===== src/rtl/bfiq_pkg.sv =====
// ----------------------------------------------------------------------------
// bfiq_pkg
// Shared types and constants of the Bloom filter insert and query block.
// ----------------------------------------------------------------------------
package bfiq_pkg;

   localparam int unsigned MAX_BITS   = 65536;
   localparam int unsigned WORD_COUNT = MAX_BITS / 64;
   localparam int unsigned ADDR_W     = $clog2(WORD_COUNT);
   localparam int unsigned POS_W      = $clog2(MAX_BITS);
   localparam int unsigned M_W        = 17;
   localparam int unsigned K_W        = 5;
   localparam int unsigned CSR_W      = 17;

   localparam logic [63:0] GOLDEN  = 64'h9e3779b97f4a7c15;
   localparam logic [63:0] GOLDEN2 = 64'h3c6ef372fe94f82a;
   localparam logic [63:0] MUL_C1  = 64'hbf58476d1ce4e5b9;
   localparam logic [63:0] MUL_C2  = 64'h94d049bb133111eb;

   localparam logic [M_W-1:0] BITS_MAX   = M_W'(MAX_BITS);
   localparam logic [K_W-1:0] HASH_LIMIT = 5'd24;

   localparam logic [3:0]        MIX_LAST = 4'd8;
   localparam logic [6:0]        MOD_LAST = 7'd64;
   localparam logic [ADDR_W-1:0] CLR_LAST = ADDR_W'(WORD_COUNT - 1);

   localparam logic CSR_BIT_COUNT  = 1'b0;
   localparam logic CSR_HASH_COUNT = 1'b1;

   localparam logic ACT_INSERT = 1'b0;

   typedef enum logic [2:0] {
      ST_CLEAR, ST_IDLE, ST_MIX, ST_MOD, ST_RD, ST_UPD, ST_RESP
   } state_type;

   typedef enum logic [1:0] {
      PH_A, PH_B, PH_IDX, PH_FIN
   } phase_type;

   typedef enum logic [3:0] {
      OP_NONE, OP_ACCEPT, OP_LOAD, OP_M0, OP_M1, OP_M2, OP_X27, OP_X31,
      OP_MODI, OP_MODS, OP_RD, OP_SET, OP_TEST, OP_CLR
   } op_type;

   typedef enum logic [1:0] {
      HOP_NONE, HOP_SET, HOP_XOR
   } hop_type;

   typedef struct packed {
      op_type              op;
      phase_type           src;
      hop_type             hop;
      logic                csel;
      logic [ADDR_W-1:0]   clr_addr;
   } cmd_type;

   typedef struct packed {
      logic [K_W-1:0] k_eff;
      logic           action;
      logic           bit_val;
   } status_type;

endpackage


===== src/rtl/bfiq_ctrl.sv =====
// ----------------------------------------------------------------------------
// bfiq_ctrl
// Sequencer: store clear, hash mixing steps, modulo steps, bit update/test, response.
// ----------------------------------------------------------------------------
module bfiq_ctrl (
   input  logic                  clock,
   input  logic                  reset,
   input  logic                  req_valid,
   output logic                  req_ready,
   output logic                  rsp_valid,
   input  logic                  rsp_ready,
   input  bfiq_pkg::status_type  status,
   output bfiq_pkg::cmd_type     cmd
);

   bfiq_pkg::state_type         state_ff, state_in;
   bfiq_pkg::phase_type         phase_ff, phase_in;
   logic [3:0]                  step_ff, step_in;
   logic [6:0]                  cnt_ff, cnt_in;
   logic [4:0]                  idx_ff, idx_in;
   logic [bfiq_pkg::ADDR_W-1:0] clr_ff, clr_in;
   logic                        last_hash;

   assign last_hash = (idx_ff == status.k_eff - 5'd1);

   always_ff @(posedge clock) begin
      if (reset) begin
         state_ff <= bfiq_pkg::ST_CLEAR;
         phase_ff <= bfiq_pkg::PH_A;
         step_ff  <= '0;
         cnt_ff   <= '0;
         idx_ff   <= '0;
         clr_ff   <= '0;
      end else begin
         state_ff <= state_in;
         phase_ff <= phase_in;
         step_ff  <= step_in;
         cnt_ff   <= cnt_in;
         idx_ff   <= idx_in;
         clr_ff   <= clr_in;
      end
   end

   always_comb begin
      state_in = state_ff;
      phase_in = phase_ff;
      step_in  = step_ff;
      cnt_in   = cnt_ff;
      idx_in   = idx_ff;
      clr_in   = clr_ff;
      unique case (state_ff)
         bfiq_pkg::ST_CLEAR: begin
            clr_in = clr_ff + 1'b1;
            if (clr_ff == bfiq_pkg::CLR_LAST) state_in = bfiq_pkg::ST_IDLE;
         end
         bfiq_pkg::ST_IDLE: begin
            if (req_valid) begin
               state_in = bfiq_pkg::ST_MIX;
               phase_in = bfiq_pkg::PH_A;
               step_in  = '0;
               idx_in   = '0;
            end
         end
         bfiq_pkg::ST_MIX: begin
            if (step_ff == bfiq_pkg::MIX_LAST) begin
               step_in = '0;
               unique case (phase_ff)
                  bfiq_pkg::PH_A:   phase_in = bfiq_pkg::PH_B;
                  bfiq_pkg::PH_B:   phase_in = bfiq_pkg::PH_IDX;
                  bfiq_pkg::PH_IDX: phase_in = bfiq_pkg::PH_FIN;
                  default: begin
                     state_in = bfiq_pkg::ST_MOD;
                     cnt_in   = '0;
                  end
               endcase
            end else begin
               step_in = step_ff + 4'd1;
            end
         end
         bfiq_pkg::ST_MOD: begin
            cnt_in = cnt_ff + 7'd1;
            if (cnt_ff == bfiq_pkg::MOD_LAST) state_in = bfiq_pkg::ST_RD;
         end
         bfiq_pkg::ST_RD: state_in = bfiq_pkg::ST_UPD;
         bfiq_pkg::ST_UPD: begin
            if (status.action != bfiq_pkg::ACT_INSERT && !status.bit_val) begin
               state_in = bfiq_pkg::ST_RESP;
            end else if (last_hash) begin
               state_in = (status.action == bfiq_pkg::ACT_INSERT) ?
                          bfiq_pkg::ST_IDLE : bfiq_pkg::ST_RESP;
            end else begin
               state_in = bfiq_pkg::ST_MIX;
               phase_in = bfiq_pkg::PH_IDX;
               step_in  = '0;
               idx_in   = idx_ff + 5'd1;
            end
         end
         bfiq_pkg::ST_RESP: begin
            if (rsp_ready) state_in = bfiq_pkg::ST_IDLE;
         end
         default: state_in = bfiq_pkg::ST_IDLE;
      endcase
   end

   always_comb begin
      req_ready    = 1'b0;
      rsp_valid    = 1'b0;
      cmd.op       = bfiq_pkg::OP_NONE;
      cmd.src      = phase_ff;
      cmd.hop      = bfiq_pkg::HOP_NONE;
      cmd.csel     = 1'b0;
      cmd.clr_addr = clr_ff;
      unique case (state_ff)
         bfiq_pkg::ST_CLEAR: cmd.op = bfiq_pkg::OP_CLR;
         bfiq_pkg::ST_IDLE: begin
            req_ready = 1'b1;
            if (req_valid) cmd.op = bfiq_pkg::OP_ACCEPT;
         end
         bfiq_pkg::ST_MIX: begin
            cmd.csel = (step_ff > 4'd4);
            unique case (step_ff)
               4'd0: begin
                  cmd.op = bfiq_pkg::OP_LOAD;
                  if (phase_ff == bfiq_pkg::PH_B) cmd.hop = bfiq_pkg::HOP_SET;
                  else if (phase_ff == bfiq_pkg::PH_IDX && idx_ff == 5'd0)
                     cmd.hop = bfiq_pkg::HOP_XOR;
               end
               4'd1, 4'd5: cmd.op = bfiq_pkg::OP_M0;
               4'd2, 4'd6: cmd.op = bfiq_pkg::OP_M1;
               4'd3, 4'd7: cmd.op = bfiq_pkg::OP_M2;
               4'd4:       cmd.op = bfiq_pkg::OP_X27;
               4'd8:       cmd.op = bfiq_pkg::OP_X31;
               default:    cmd.op = bfiq_pkg::OP_NONE;
            endcase
         end
         bfiq_pkg::ST_MOD:
            cmd.op = (cnt_ff == 7'd0) ? bfiq_pkg::OP_MODI : bfiq_pkg::OP_MODS;
         bfiq_pkg::ST_RD: cmd.op = bfiq_pkg::OP_RD;
         bfiq_pkg::ST_UPD:
            cmd.op = (status.action == bfiq_pkg::ACT_INSERT) ?
                     bfiq_pkg::OP_SET : bfiq_pkg::OP_TEST;
         bfiq_pkg::ST_RESP: rsp_valid = 1'b1;
         default: cmd.op = bfiq_pkg::OP_NONE;
      endcase
   end

endmodule


===== config.mk =====
export PLATFORM = sky130hd
export DESIGN_NAME = bfiq_ctrl
export DESIGN_NICKNAME = d
export VERILOG_FILES = /design/src/rtl/bfiq_pkg.sv /design/src/rtl/bfiq_ctrl.sv
export SDC_FILE = /design/constraint.sdc
export NUM_CORES = 1
export LEC_CHECK = 0
export BUFFER_PORTS_ARGS = -buffer_cell sky130_fd_sc_hd__buf_2
export CORE_MARGIN = 5
export CORE_UTILIZATION = 45
export DETAILED_ROUTE_END_ITERATION = 12
export GPL_TIMING_DRIVEN = 0
export PLACE_DENSITY = 0.62
export SLEW_MARGIN = 0
export SYNTH_ARGS = -nofsm -noshare
export SYNTH_HDL_FRONTEND = slang
export SYNTH_SLANG_ARGS = --single-unit
export TNS_END_PERCENT = 10

===== constraint.sdc =====
create_clock -name clock -period 2.8 [get_ports clock]
set_input_delay 0.14 -clock clock [delete_from_list [all_inputs] [get_ports clock]]
set_output_delay 0.14 -clock clock [all_outputs]
set_load 0.02 [all_outputs]

[Yosys cells after proc, flatten, opt, wreduce, memory -nomap -nowiden]
Cells that the tools add are included.
Operators by class
  eq/ne operators: 28
  muxes and demuxes: 39
  $lt $le $gt $ge: 1
  reductions and logical operators: 20
  $add $sub $neg: 5
Operators with widths (number)
  two-way mux 3 bit: 11
  case mux 4 bit (6 select lines): 1
  case mux 3 bit (7 select lines): 1
  case mux 3 bit (6 select lines): 1
  == test 4 x 3 -> 1 bit (second input constant): 4
  two-way mux 4 bit: 4
  != test 2 bit (second input constant): 8
  two-way mux 5 bit: 3
  two-way mux 2 bit: 7
  two-way mux 7 bit: 2
  case mux 7 bit (2 select lines): 1
  case mux 2 bit (3 select lines): 2
  case mux 4 bit (3 select lines): 1
  AND reduction 6 bit: 2
  adder 10 x 1 -> 10 bit (second input constant): 1
  == test 10 bit (second input constant): 1
  case mux 5 bit (2 select lines): 1
  == test 3 bit (second input constant): 3
  == test 4 x 2 -> 1 bit (second input constant): 2
  AND reduction 4 bit: 2
  adder 7 x 1 -> 7 bit (second input constant): 1
  == test 7 bit (second input constant): 1
  zero test 7 bit: 1
  == test 3 x 2 -> 1 bit (second input constant): 2
  other kinds (23): 30
Word-level totals
  register bits after elaboration: 31
  word-level logic and storage cells: 99
  bits of input ports: 11
  output and inout bits: 21

[Longest topological paths before layout]
  word-level depth: 6
  gate-level depth with buffers: 7
  gate-level depth less buffers: 7

[Worst setup path before layout]
OpenSTA, ideal clock, no wires.
  kind: register to register
  start: register phase_ff[1]
  end: register cnt_ff[5]
  cell stages (with the launch flop): 7
  path buffers: 0
  path slack: 0.846 ns
  setup time: 0.070 ns
  period minus slack after synthesis: 1.954 ns
  data required time: 2.730 ns
  arrival: 1.884 ns
  cells stage by stage: dfxtp_1 ha_1 and4b_1 o21ai_2 or4_4 or3_1 a21oi_1
On the way
  word-level cells in the longest chain between the ends: 4
  elaborated cells on any way between the ends: 6
  those cells by class: 3 x eq/ne; 3 x reduce/logical
Ends and longest elaborated chain
  from (decl): RTL line bfiq_ctrl.sv:17  | bfiq_pkg::phase_type phase_ff, phase_in;
  from (signal assigned): RTL line bfiq_ctrl.sv:29  | phase_ff <= bfiq_pkg::PH_A;
  from (signal assigned): RTL line bfiq_ctrl.sv:36  | phase_ff <= phase_in;
  == test 2 x 1 -> 1 bit (tied with other cells): RTL line bfiq_ctrl.sv:67  | unique case (phase_ff)
  OR reduction 3 bit (no source line) *
  != test 2 bit (no source line) *
  AND reduction 3 bit (no source line) *
  to (signal assigned): RTL line bfiq_ctrl.sv:38  | cnt_ff <= cnt_in;
  to (decl): RTL line bfiq_ctrl.sv:19  | logic [6:0] cnt_ff, cnt_in;
Mark *: on every way between the ends. The rest lies on a longest branch, timed or not.
A chain may end at the register's enable or synchronous reset.

[Worst setup path after layout]
  start: register step_ff[0]
  end: register cnt_ff[5]
On the way
  word-level cells in the longest chain between the ends: 3
Ends and longest elaborated chain
  from (decl): RTL line bfiq_ctrl.sv:18  | logic [3:0] step_ff, step_in;
  from (signal assigned): RTL line bfiq_ctrl.sv:37  | step_ff <= step_in;
  == test 4 bit: RTL line bfiq_ctrl.sv:65  | if (step_ff == bfiq_pkg::MIX_LAST) begin
  != test 2 bit (no source line)
  AND reduction 3 bit (no source line)
No other way between the ends.

==> results summary <==
The min-delay analysis places its worst path in the category in2reg. The worst-case headroom to the max-slew limit came out at 0.643. In the synthesized netlist, the cells that appear most often are sky130_fd_sc_hd__dfxtp_1, sky130_fd_sc_hd__nor2_1, sky130_fd_sc_hd__a21oi_1.

By instance count, the leading cell after synthesis is sky130_fd_sc_hd__dfxtp_1. The number of endpoints with negative hold slack in the final report is 0. The ratio of final minimum period to clock period came out at 0.784.

The placement-stage cell area came out at roughly 2300 um2. The final instance area is around 2400 um2. The top cell type by total area after synthesis is sky130_fd_sc_hd__dfxtp_1. The per-cell via count in the routed design is ~5.6. The achievable frequency came out at ~460 MHz. The first-pass iteration count of the detailed router is 4.

The mean area per synthesized cell is 8.04 um2. The max-slew violation total from the final report came out at 0. The setup TNS is 0 ns. The fraction of registers with async set or reset after synthesis came out at 0. The signal arrival time at the worst endpoint came out at roughly 2.4 ns. The number of I/O pins came out at 32.

The post-cts repair resize count came out at 0. The count of buffers added on input and output ports is 31. The utilization of the core after routing came out at 0.539. The cell sitting at the root of the clock tree is a sky130_fd_sc_hd__clkbuf_8.

The x dimension of the die is just under 80 um. The critical path required time came out at about 3 ns. The detail route stage leaves a number of antenna-violating nets equal to 0. Relative to the synthesized area, the layout overhead comes to 14.8%. The routability-driven placement congestion ratio came out at ~0.81. The number of setup buffers added after CTS is 0.

The most used flip-flop cell after synthesis is sky130_fd_sc_hd__dfxtp_1. In this run the deepest clock path goes through 2 buffers. The gate count of the mapped netlist is about 260. The worst clock skew is 0.00885 ns. The count of hold-fix buffers inserted at cts is 0.

The core area came out at 4410 um2. The initial antenna violation count came out at 0. The total nets after synthesis came out at between 200 and 300. The number of placement rows came out at 24.

Max-cap violations in this run came to 0. The first-iteration detailed-routing DRC count came out at between 100 and 150. The kind of capture point of the worst setup path is a flop. The area of the die is 6060 um2. The type of the worst setup path is reg2reg.

The H-tree level count came out at 2. The shortest period the worst path allows is 2.19 ns. Entering global routing, the biggest net connects 11 pins. By area the synthesized netlist is led by sky130_fd_sc_hd__dfxtp_1, sky130_fd_sc_hd__ha_1, sky130_fd_sc_hd__a21oi_1. Final hold analysis gives a worst-case slack of around 0.15 ns.

The wire length of the first global-routing pass is about 8400 um. IR analysis of the VDD net gives a maximum drop of roughly 340 uV. Summed over all layers, the routed wires come to just over 5000 um. The later-pin clock latency in the skew report is a little under 0.3 ns.

The half-perimeter wire length after placement is approximately 3800 um. The diode insertion count for antenna repair came out at 0. The share of layout cells above drive strength 1 came out at 0.166. The share of synthesized area in the top cell type comes to 0.299. STA classifies the critical path startpoint as a flop. The flow ran to the end, and the final reports show no timing, DRC or antenna violations. Across every metal layer, demand over resource in global routing totals 0.167. The number of failing setup endpoints in the final timing report came out at 0. The routed wirelength normalized by instance count is ~15 um. Yosys mapped a number of flops with a built-in enable equal to 0. The vias after detailed routing is approximately 1900. The clock tree from TritonCTS is done. The number of global-route vias before repair came out at about 1800.

For this design, the sink count on the clock tree is 31. For this configuration, the core starts out at a cell density of 0.470. The final layout contains 321 nets.

The transition time of the tightest slew-check pin is 0.536 ns. Along the worst path, the maximum fanout reaches 7. The clock slew at the register clock pins of the worst setup and hold paths came out at around 0.07 ns. Counting distinct cell types in the post-synthesis netlist gives 55. The total number of yosys warnings is 0. Setup repair after global routing left no endpoint under its margin. Dividing total power by cell area gives a power density of 619 nW/um2.

The die height is 77.9 um. After global routing the overflow that remains totals 0. The leakage power is about 0.95 nW. The post-synth design cell area came out at just over 2000 um2. The sequential share of the synthesized area came out at 0.299. In this run, synthesis produced a sequential element count of 31. After filler insertion, the fill cell instance count of the layout stands at 448. The DRC violation count after routing came out at 0. The clock buffer count from CTS came out at 5.
[cells in the final DEF (no fill, tap or decap), types with 9 or more instances in the layout]
cell type	count
sky130_fd_sc_hd__inv_1	17
sky130_fd_sc_hd__xor2_1	9
sky130_fd_sc_hd__o21ai_0	13
sky130_fd_sc_hd__nand2_1	18
sky130_fd_sc_hd__ha_1	14
sky130_fd_sc_hd__nor2_1	23
sky130_fd_sc_hd__buf_2	34
sky130_fd_sc_hd__dfxtp_1	31
sky130_fd_sc_hd__a21oi_1	20
sky130_fd_sc_hd__nand3_1	12
[registers in the layout, summed over array words and instances (netlist names)]
| signal | count |
|---|---|
| clr_ff | 10 |
| idx_ff | 5 |
| state_ff | 3 |
| cnt_ff | 7 |
| step_ff | 4 |
| phase_ff | 2 |
[cell families (layout without fill, tap and decap cells)]
| group | Yosys count | count (layout) | share of synthesized area |
|---|---|---|---|
| AND/OR/NAND/NOR | 98 | 98 | 0.265 |
| XOR/XNOR | 14 | 14 | 0.0591 |
| buffers and inverters | 27 | 65 | 0.0507 |
| adder cells (fa/ha/maj) | 14 | 14 | 0.0845 |
| flip-flops | 31 | 31 | 0.299 |
| multiplexers | 3 | 3 | 0.0145 |
| AO/OA/AOI/OAI | 71 | 71 | 0.227 |
[stage by stage]
stage | power [mW] | std cells | setup WS [ns]
after floorplan | 0.961 | 258 | 0.846
after CTS | 1.49 | 348 | 0.606
after detailed placement | 1.12 | 341 | 0.626
final | 1.47 | 348 | 0.605
after global placement | 1.12 | 341 | 0.640
after global routing | 1.57 | 348 | 0.498
[critical path, cell delays in order (launching register included)]
cell,delay (ns)
sky130_fd_sc_hd__dfxtp_1,0.34
sky130_fd_sc_hd__inv_1,0.12
sky130_fd_sc_hd__ha_1,0.28
sky130_fd_sc_hd__and4b_1,0.32
sky130_fd_sc_hd__o21ai_2,0.11
sky130_fd_sc_hd__or4_4,0.44
sky130_fd_sc_hd__or3_1,0.36
sky130_fd_sc_hd__a21oi_1,0.14
[per-layer routing]
metal / track usage / share of wire / vias to the layer above
met4: 0.0515 / 0.0028 / 0
met3: 0.0324 / 0.054 / 2
met2: 0.265 / 0.47 / 37
li1: - / - / 1014
met5: 0 / 0 / -
met1: 0.226 / 0.48 / 891
[cell type report]
class                   instances  area (um2)  area share
repair buffers                 31         155      0.0652
multi-input cells             200        1350       0.566
well taps                      52        65.1      0.0273
flip-flops and latches         31         621       0.261
inverters                      20        75.1      0.0315
clock inverters                 1        5.00     0.00210
plain buffers                   7        30.0      0.0126
clock buffers                   6        82.6      0.0347
[final timing paths]
| kind | startpoint | end | slack, ns | cells past startpoint |
|---|---|---|---|---|
| min | status[0] | state_ff[2] | 0.15 | 3 |
| max reg2reg | step_ff[0] | cnt_ff[5] | 0.61 | 7 |
| min reg2reg | cnt_ff[0] | cnt_ff[0] | 0.49 | 2 |
| max | step_ff[0] | cnt_ff[5] | 0.61 | 7 |
[power breakdown]
part	internal, mW	switching, mW
sequential	0.482	0.0490
clock	0.193	0.168
combinational	0.212	0.370
total	0.886	0.588
Note: power is estimated with default switching activity, not from simulation.
